## src/rtl/qtt_pkg.sv

```systemverilog
// ----------------------------------------------------------------------------
// qtt_pkg - shared types and constants for the quoted text tokenizer
// Scan modes, result word layout and the per-byte result bundle.
// ----------------------------------------------------------------------------
package qtt_pkg;

  localparam int unsigned MAX_TOKEN = 2048;
  localparam int unsigned CFG_W     = 12;
  localparam int unsigned LEN_W     = $clog2(MAX_TOKEN + 1);
  localparam int unsigned Q_DEPTH   = 4;
  localparam int unsigned Q_PTR_W   = $clog2(Q_DEPTH);
  localparam int unsigned Q_CNT_W   = $clog2(Q_DEPTH + 1);

  // reset limit 2048, clamped to the build limit
  localparam int unsigned LIMIT_RST = (MAX_TOKEN < 2048) ? MAX_TOKEN : 2048;

  localparam logic [7:0] CH_NUL   = 8'h00;
  localparam logic [7:0] CH_TAB   = 8'h09;
  localparam logic [7:0] CH_LF    = 8'h0A;
  localparam logic [7:0] CH_CR    = 8'h0D;
  localparam logic [7:0] CH_SPACE = 8'h20;
  localparam logic [7:0] CH_QUOTE = 8'h22;
  localparam logic [7:0] CH_SLASH = 8'h2F;

  typedef logic [LEN_W-1:0] len_t;

  typedef enum logic [1:0] {
    MODE_NORMAL  = 2'd0,
    MODE_QUOTE   = 2'd1,
    MODE_COMMENT = 2'd2
  } mode_e;

  typedef struct packed {
    mode_e mode;
    logic  slash;
    len_t  len;
    logic  ovf;
  } scan_t;

  typedef struct packed {
    logic [7:0] data;
    logic       tok_end;
    logic       trunc;
  } word_t;

  // up to three words caused by one input byte
  typedef struct packed {
    logic [1:0]      cnt;
    word_t [2:0]     w;
  } bundle_t;

endpackage

```

## src/rtl/qtt_front.sv

```systemverilog
// ----------------------------------------------------------------------------
// qtt_front - byte classifier and scan state
// Takes one byte a cycle unless q_full_i is set, updates the scan mode
// and token length, and packs the byte's words into a bundle for the queue.
// ----------------------------------------------------------------------------
module qtt_front (
  input  logic             clk_i,
  input  logic             rst_ni,
  input  logic [7:0]       data_byte_i,
  input  logic             last_byte_i,
  input  logic             in_valid_i,
  output logic             in_stall_o,
  input  qtt_pkg::len_t    limit_i,
  input  logic             q_full_i,
  output logic             push_o,
  output qtt_pkg::bundle_t bundle_o,
  output qtt_pkg::scan_t   scan_o
);
  import qtt_pkg::*;

  typedef struct packed {
    scan_t   s;
    bundle_t b;
  } work_t;

  scan_t scan_q, scan_d;
  work_t work;
  logic  accept;

  function automatic work_t f_put(work_t w, logic [7:0] data, logic tok_end, logic trunc);
    work_t r;
    word_t x;
    r = w;
    x = '{data: data, tok_end: tok_end, trunc: trunc};
    case (w.b.cnt)
      2'd0: begin r.b.w[0] = x; r.b.cnt = 2'd1; end
      2'd1: begin r.b.w[1] = x; r.b.cnt = 2'd2; end
      2'd2: begin r.b.w[2] = x; r.b.cnt = 2'd3; end
      default: r = w;
    endcase
    return r;
  endfunction

  function automatic work_t f_content(work_t w, len_t limit, logic [7:0] data);
    work_t r;
    r = w;
    if (w.s.len < limit) begin
      r = f_put(r, data, 1'b0, 1'b0);
      r.s.len = w.s.len + len_t'(1);
    end else begin
      r.s.ovf = 1'b1;
    end
    return r;
  endfunction

  function automatic work_t f_end(work_t w);
    work_t r;
    r = f_put(w, CH_NUL, 1'b1, w.s.ovf);
    r.s.len = '0;
    r.s.ovf = 1'b0;
    return r;
  endfunction

  function automatic work_t f_resolve(work_t w, len_t limit);
    work_t r;
    r = w;
    if (w.s.slash) begin
      r.s.slash = 1'b0;
      r = f_content(r, limit, CH_SLASH);
    end
    return r;
  endfunction

  function automatic work_t f_flush(work_t w, len_t limit);
    work_t r;
    r = w;
    if (w.s.mode == MODE_QUOTE) begin
      r = f_end(r);
    end else begin
      if (w.s.mode != MODE_COMMENT) r = f_resolve(r, limit);
      if (r.s.len != '0) r = f_end(r);
    end
    r.s = '{mode: MODE_NORMAL, slash: 1'b0, len: '0, ovf: 1'b0};
    return r;
  endfunction

  // classify the byte and build its bundle
  always_comb begin
    work   = '0;
    work.s = scan_q;
    if (data_byte_i == CH_NUL) begin
      work = f_flush(work, limit_i);
    end else begin
      case (scan_q.mode)
        MODE_QUOTE: begin
          if (data_byte_i == CH_QUOTE) begin
            work        = f_end(work);
            work.s.mode = MODE_NORMAL;
          end else begin
            work = f_content(work, limit_i, data_byte_i);
          end
        end
        MODE_COMMENT: begin
          if (data_byte_i == CH_LF) work.s.mode = MODE_NORMAL;
        end
        default: begin
          work.s.mode = MODE_NORMAL;
          if (data_byte_i == CH_SLASH) begin
            if (scan_q.slash) begin
              work.s.slash = 1'b0;
              work.s.mode  = MODE_COMMENT;
            end else begin
              work.s.slash = 1'b1;
            end
          end else begin
            work = f_resolve(work, limit_i);
            if (data_byte_i == CH_SPACE || data_byte_i == CH_TAB ||
                data_byte_i == CH_LF || data_byte_i == CH_CR) begin
              if (work.s.len != '0) work = f_end(work);
            end else if (data_byte_i == CH_QUOTE) begin
              work.s.mode = MODE_QUOTE;
            end else begin
              work = f_content(work, limit_i, data_byte_i);
            end
          end
        end
      endcase
      if (last_byte_i) work = f_flush(work, limit_i);
    end
  end

  // next state
  always_comb begin
    scan_d = accept ? work.s : scan_q;
  end

  // handshake and queue write
  always_comb begin
    in_stall_o = q_full_i;
    accept     = in_valid_i && !q_full_i;
    push_o     = accept && (work.b.cnt != 2'd0);
    bundle_o   = work.b;
  end

  always_ff @(posedge clk_i or negedge rst_ni) begin
    if (!rst_ni) begin
      scan_q <= '{mode: MODE_NORMAL, slash: 1'b0, len: '0, ovf: 1'b0};
    end else begin
      scan_q <= scan_d;
    end
  end

  assign scan_o = scan_q;

endmodule

```

## src/rtl/qtt_queue.sv

```systemverilog
// ----------------------------------------------------------------------------
// qtt_queue - short bundle queue
// Decouples the classifier from the word sequencer.
// ----------------------------------------------------------------------------
module qtt_queue (
  input  logic             clk_i,
  input  logic             rst_ni,
  input  logic             push_i,
  input  qtt_pkg::bundle_t bundle_i,
  output logic             full_o,
  input  logic             pop_i,
  output logic             empty_o,
  output qtt_pkg::bundle_t head_o
);
  import qtt_pkg::*;

  bundle_t               mem_q [Q_DEPTH];
  logic [Q_PTR_W-1:0]    wr_ptr_q, rd_ptr_q;
  logic [Q_CNT_W-1:0]    cnt_q;

  assign full_o  = (cnt_q == Q_CNT_W'(Q_DEPTH));
  assign empty_o = (cnt_q == '0);
  assign head_o  = mem_q[rd_ptr_q];

  always_ff @(posedge clk_i) begin
    if (push_i) mem_q[wr_ptr_q] <= bundle_i;
  end

  always_ff @(posedge clk_i or negedge rst_ni) begin
    if (!rst_ni) begin
      wr_ptr_q <= '0;
      rd_ptr_q <= '0;
      cnt_q    <= '0;
    end else begin
      if (push_i) wr_ptr_q <= wr_ptr_q + Q_PTR_W'(1);
      if (pop_i)  rd_ptr_q <= rd_ptr_q + Q_PTR_W'(1);
      case ({push_i, pop_i})
        2'b10:   cnt_q <= cnt_q + Q_CNT_W'(1);
        2'b01:   cnt_q <= cnt_q - Q_CNT_W'(1);
        default: cnt_q <= cnt_q;
      endcase
    end
  end

endmodule

```

## src/rtl/qtt_back.sv

```systemverilog
// ----------------------------------------------------------------------------
// qtt_back - word sequencer
// Walks the words of the head bundle onto the output channel.
// ----------------------------------------------------------------------------
module qtt_back (
  input  logic             clk_i,
  input  logic             rst_ni,
  input  logic             empty_i,
  input  qtt_pkg::bundle_t head_i,
  output logic             pop_o,
  output logic [7:0]       token_byte_o,
  output logic             token_end_o,
  output logic             truncated_o,
  output logic             out_valid_o,
  input  logic             out_stall_i
);
  import qtt_pkg::*;

  logic [1:0] idx_q, idx_d;
  word_t      cur;
  logic       take;
  logic       last_word;

  always_comb begin
    case (idx_q)
      2'd0:    cur = head_i.w[0];
      2'd1:    cur = head_i.w[1];
      default: cur = head_i.w[2];
    endcase
  end

  always_comb begin
    out_valid_o  = !empty_i;
    token_byte_o = cur.data;
    token_end_o  = cur.tok_end;
    truncated_o  = cur.trunc;
    take         = out_valid_o && !out_stall_i;
    last_word    = (idx_q == head_i.cnt - 2'd1);
    pop_o        = take && last_word;
    idx_d        = idx_q;
    if (take) idx_d = last_word ? 2'd0 : idx_q + 2'd1;
  end

  always_ff @(posedge clk_i or negedge rst_ni) begin
    if (!rst_ni) begin
      idx_q <= 2'd0;
    end else begin
      idx_q <= idx_d;
    end
  end

endmodule

```

## src/rtl/quoted_text_tokenizer.sv

```systemverilog
// ----------------------------------------------------------------------------
// quoted_text_tokenizer - whitespace tokenizer with quotes and line comments
// Splits a byte stream into token bytes, each token closed by an end word.
// ----------------------------------------------------------------------------
//
//  channel | ports                                   | direction
//  --------+-----------------------------------------+----------
//  in      | data_byte_i, last_byte_i, in_valid_i    | in, in_stall_o out
//  out     | token_byte_o, token_end_o, truncated_o  | out, out_stall_i in
//  cfg     | cfg_we_i, cfg_wdata_i                   | in, write only
//
//  One byte is taken per cycle while the queue is not full; the classifier
//  decides all words a byte causes in that same cycle and queues them as
//  one bundle. The sequencer drains one word per cycle unless out_stall_i
//  is high, so bytes causing two or three words back up; the four-entry
//  bundle queue absorbs these and input stalls only once it fills.
//  Reset (rst_ni low, async) clears scan state and the queue, and sets the
//  length limit to 2048 clamped to MAX_TOKEN.
//  The limit register is stored pre-clamped to 1..MAX_TOKEN.
// ----------------------------------------------------------------------------
module quoted_text_tokenizer (
  input  logic                      clk_i,
  input  logic                      rst_ni,
  input  logic [7:0]                data_byte_i,
  input  logic                      last_byte_i,
  input  logic                      in_valid_i,
  output logic                      in_stall_o,
  output logic [7:0]                token_byte_o,
  output logic                      token_end_o,
  output logic                      truncated_o,
  output logic                      out_valid_o,
  input  logic                      out_stall_i,
  input  logic                      cfg_we_i,
  input  logic [qtt_pkg::CFG_W-1:0] cfg_wdata_i
);
  import qtt_pkg::*;

  len_t    limit_q, limit_d;
  logic    push, pop, q_full, q_empty;
  bundle_t bundle, head;
  scan_t   scan;

  // clamp on write: 0 acts as 1, anything above MAX_TOKEN as MAX_TOKEN
  always_comb begin
    limit_d = limit_q;
    if (cfg_we_i) begin
      if (cfg_wdata_i == '0) begin
        limit_d = len_t'(1);
      end else if ({1'b0, cfg_wdata_i} > (CFG_W + 1)'(MAX_TOKEN)) begin
        limit_d = len_t'(MAX_TOKEN);
      end else begin
        limit_d = len_t'(cfg_wdata_i);
      end
    end
  end

  always_ff @(posedge clk_i or negedge rst_ni) begin
    if (!rst_ni) begin
      limit_q <= len_t'(LIMIT_RST);
    end else begin
      limit_q <= limit_d;
    end
  end

  // front: classify bytes, keep scan state
  qtt_front u_front (
    .clk_i       (clk_i),
    .rst_ni      (rst_ni),
    .data_byte_i (data_byte_i),
    .last_byte_i (last_byte_i),
    .in_valid_i  (in_valid_i),
    .in_stall_o  (in_stall_o),
    .limit_i     (limit_q),
    .q_full_i    (q_full),
    .push_o      (push),
    .bundle_o    (bundle),
    .scan_o      (scan)
  );

  // bundle queue between the two halves
  qtt_queue u_queue (
    .clk_i    (clk_i),
    .rst_ni   (rst_ni),
    .push_i   (push),
    .bundle_i (bundle),
    .full_o   (q_full),
    .pop_i    (pop),
    .empty_o  (q_empty),
    .head_o   (head)
  );

  // back: one word per cycle onto the output unless out_stall_i is set
  qtt_back u_back (
    .clk_i        (clk_i),
    .rst_ni       (rst_ni),
    .empty_i      (q_empty),
    .head_i       (head),
    .pop_o        (pop),
    .token_byte_o (token_byte_o),
    .token_end_o  (token_end_o),
    .truncated_o  (truncated_o),
    .out_valid_o  (out_valid_o),
    .out_stall_i  (out_stall_i)
  );

  // end words carry a zero byte
  a_end_zero: assert property (@(posedge clk_i) disable iff (!rst_ni)
    out_valid_o && token_end_o |-> token_byte_o == 8'h00)
    else $error("token end word with non-zero byte");

  // truncation is only reported on end words
  a_trunc_on_end: assert property (@(posedge clk_i) disable iff (!rst_ni)
    out_valid_o && !token_end_o |-> !truncated_o)
    else $error("truncation flag on a content word");

  // a pending slash cannot survive into a quoted string
  a_no_slash_in_quote: assert property (@(posedge clk_i) disable iff (!rst_ni)
    scan.mode == MODE_QUOTE |-> !scan.slash)
    else $error("slash pending inside quotes");

  // the length limit is within its legal range after every config write
  a_limit_range: assert property (@(posedge clk_i) disable iff (!rst_ni)
    $past(cfg_we_i) |-> limit_q != '0 && limit_q <= len_t'(MAX_TOKEN))
    else $error("length limit out of range");

endmodule
```

## config.mk

```make
export PLATFORM = sky130hd
export DESIGN_NAME = quoted_text_tokenizer
export DESIGN_NICKNAME = d
export VERILOG_FILES = /design/src/rtl/qtt_pkg.sv /design/src/rtl/qtt_front.sv /design/src/rtl/qtt_queue.sv /design/src/rtl/qtt_back.sv /design/src/rtl/quoted_text_tokenizer.sv
export SDC_FILE = /design/constraint.sdc
export NUM_CORES = 1
export LEC_CHECK = 0
export BUFFER_PORTS_ARGS = -buffer_cell sky130_fd_sc_hd__buf_2
export CORE_ASPECT_RATIO = 2
export CORE_UTILIZATION = 28
export DETAILED_ROUTE_END_ITERATION = 8
export HOLD_SLACK_MARGIN = 0.03
export SKIP_CTS_REPAIR_TIMING = 1
export SYNTH_ARGS = -nofsm -noshare
export SYNTH_HDL_FRONTEND = slang
export SYNTH_SLANG_ARGS = --single-unit
export TNS_END_PERCENT = 10
```

## constraint.sdc

```tcl
create_clock -name clk_i -period 22.7 [get_ports clk_i]
set_input_delay 4.54 -clock clk_i [delete_from_list [all_inputs] [get_ports clk_i]]
set_output_delay 4.54 -clock clk_i [all_outputs]
set_load 0.03 [all_outputs]
```

==> flow_metrics.py <==
metrics = {
    "placed_design": {
        "gp_congestion": 1.04,
        "hpwl_mm": 24.3,
        "io_buffers": 37,
        "placed_area_um2": 9770,
    },
    "synth": {
        "synthesis.area_um2": 9050,
        "synth-edff-count": 100,
        "syn_inst": 878,
        "synth_most_common_cell": "edfxtp_1",
        "yosysUniqueCellTypes": 91,
        "synth_ff_type": "edfxtp_1",
        "synth_area_leaders": "edfxtp_1, dfrtp_1, ha_1",
        "synth_top_cell_area_share_pct": 33.2,
        "synth_area_per_cell_um2": 10.3,
        "yosysSeqAreaShare_pct": 43.4,
        "synth-seq-cells": 137,
        "yosys-top-cells-count": "edfxtp_1, nand2_1, o21ai_0",
        "yosysTopAreaCell": "edfxtp_1",
        "synth-warning-count": 0,
        "ys_async_sr_fraction_pct": 27.0,
    },
    "power_and_ir_drop": {
        "swShare_pct": 38.2,
        "p_leak_nw": 4.02,
        "p_int_mw": 0.636,
        "pwr-share-clk_pct": 25.4,
        "switchingPower_mw": 0.393,
        "p_comb_share_pct": 40.5,
        "p_per_area_nw_per_um2": 99.7,
        "seq_power_share_pct": 34.0,
        "vdd_drop_max_mv": 0.0600,
    },
    "routing": {
        "met1_length_mm": 9.77,
        "wl_per_cell_um": 23.7,
        "dr_wl_met2_mm": 18.1,
        "drtPass1Iterations": 5,
        "vias": 7628,
        "routed_wl_mm": 32.0,
        "wl_met3_mm": 1.34,
        "top_layer_used": "met4",
        "antenna_left": 0,
        "via_per_inst": 5.64,
        "drt_iter0_markers": 595,
        "route.detailed.drc": 0,
    },
    "grt": {
        "antenna_found_initial": 0,
        "grt_max_degree": 38,
        "grt_pass1_wl_mm": 47.8,
        "grt.total_usage_pct": 20.1,
        "grt_pass1_vias": 7875,
        "grt_overflow": 0,
    },
    "min_path": {
        "hp-class": "flop to flop",
    },
    "critical_path": {
        "worstSetupPathType": "input port to flop",
        "crit_path_top_delay_cell": "nor4_4",
        "startpoint_type": "input port",
        "worstPathMaxFanout": 12,
        "required_ps": 23040,
        "end_kind": "flop",
        "ff2ff_setup_slack_ps": 11510,
        "cpPeakStageDelay_ps": 720,
        "cp.arrival_ps": 12370,
    },
    "die": {
        "io_pins": 38,
        "start_util_pct": 28.6,
        "row_count": 92,
        "dieArea_um2": 33100,
        "core_area_um2": 31700,
        "die_h_um": 256,
        "dieWidth_um": 129,
    },
    "cts": {
        "cts_tree": "done",
        "clk_pin_slew_ps": 60,
        "root_buffer": "clkbuf_16",
        "cts-htree-levels": 4,
        "cts_buffers": 17,
        "cts.sinks": 137,
        "cts_buffer_depth": 2,
        "clock_latency_ps": 420,
    },
    "sta": {
        "fin_crit_sh_pct": 53.0,
        "rsz0062_at_grt": "no",
        "report.final.slew_viol_count": 0,
        "finalSetupViolCount": 0,
        "fmaxAchievable_ghz": 0.0831,
        "hold_viol": 0,
        "worst_pin_slew_ps": 1440,
        "skew_ps": 10.2,
        "relSlewSlack_pct": 3.03,
        "tns_ps": 0,
        "fin_crit_ps": 12030,
    },
    "finish": {
        "drive_gt1_share_pct": 15.7,
        "fin_area_um2": 10300,
        "diodes": 0,
        "area_growth_syn_to_layout_pct": 14.0,
        "nets": 994,
    },
    "flow_run": {
        "maxCapViolCount": 0,
    },
    "run_status": {
        "outcome": "complete, no violations",
    },
}
-- registers in the layout (all words and copies together), names as in the netlist --
signal / cells
limit_q: 12
u_back.idx_q: 2
u_front.scan_o: 16
u_queue.cnt_q: 3
u_queue.mem_q: 100
u_queue.rd_ptr_q: 2
u_queue.wr_ptr_q: 2
-- routing by layer --
layer  track usage (%)  vias up
met5                 0        -
met4              17.2        0
met3              3.55      142
met2              38.5      308
met1              17.3     3745
li1                  -     3433
-- metrics by stage --
| stage | utilization, % | std cells | power (mW) | hold slack (ps) | setup WS [ps] |
|---|---|---|---|---|---|
| after global routing | 32.6 | 1352 | 1.09 | 506 | 10220 |
| final | 32.6 | 1352 | 1.03 | 496 | 10670 |
| after floorplan | - | 881 | 0.651 | 448 | 11790 |
| after detailed placement | 30.9 | 1320 | 0.774 | 484 | 10370 |
| after global placement | 30.9 | 1320 | 0.770 | 473 | 10540 |
| after CTS | 32.6 | 1352 | 1.04 | 499 | 10790 |
-- worst paths after layout --
kind                                           startpoint                         endpoint  cells after the start
min in group asynchronous                          rst_ni    u_front.scan_o[8]$_DFFE_PN0P_                      1
max in group asynchronous                          rst_ni  u_queue.rd_ptr_q[0]$_DFFE_PN0P_                      1
min reg2reg                  u_queue.cnt_q[0]$_DFFE_PN0P_     u_queue.cnt_q[0]$_DFFE_PN0P_                      1
max reg2reg                u_front.scan_o[10]$_DFFE_PN0P_     u_queue.cnt_q[2]$_DFFE_PN0P_                     38
max                                        data_byte_i[1]     u_queue.cnt_q[2]$_DFFE_PN0P_                     31
min                          u_queue.cnt_q[0]$_DFFE_PN0P_     u_queue.cnt_q[0]$_DFFE_PN0P_                      1
-- kinds of logic after synthesis --
group           Yosys count  synth area share, %
other cells               1               0.0414
fa+ha+maj                53                 7.39
compound gates          235                 18.1
mux                      37                 7.64
simple gates            292                 16.6
buf+inv                  96                 4.16
xor+xnor                 27                 2.61
flops                   137                 43.4
-- cell type report --
class	count	area, µm²
fillers	3208	21300
clock buffers	19	433
inverters	52	195
clock inverters	13	120
flip-flops and latches	137	3930
multi-input cells	648	4760
well taps	423	529
repair buffers	60	358
-- worst max-delay path: cells and delay by family --
kind                       cells  cell delay [ps]
muxes                          1              190
buffers and inverters          4              440
adders and majority gates      3              920
and+or+nand+nor                9             2870
xor gates and xnor gates       2              310
AOI/OAI and AO/OA             12             3080
-- cells in the final DEF, fill, tap and decap left out, types with 15 or more instances in the layout --
| master | synthesis | final |
|---|---|---|
| edfxtp_1 | 100 | 100 |
| nand2_1 | 91 | 91 |
| o21ai_0 | 62 | 62 |
| ha_1 | 51 | 51 |
| inv_1 | 50 | 50 |
| nor2_1 | 44 | 44 |
| a21oi_1 | 39 | 39 |
| buf_2 | 1 | 37 |
| dfrtp_1 | 36 | 35 |
| nand3_1 | 30 | 30 |
| mux4_2 | 25 | 25 |
| buf_4 | 2 | 23 |
| nand4_1 | 20 | 20 |
| nor3_1 | 17 | 17 |
| clkbuf_16 | 0 | 17 |
| xnor2_1 | 15 | 15 |
-- power groups by stage --
stage	clock, mW	combinational [mW]	sequential, mW
2_1_floorplan	0	0.311	0.340
3_3_place_gp	0	0.417	0.353
3_5_place_dp	0	0.420	0.355
4_1_cts	0.265	0.422	0.350
5_1_grt	0.275	0.459	0.354
6_report	0.262	0.417	0.350
(Power assumes the default switching activity.)
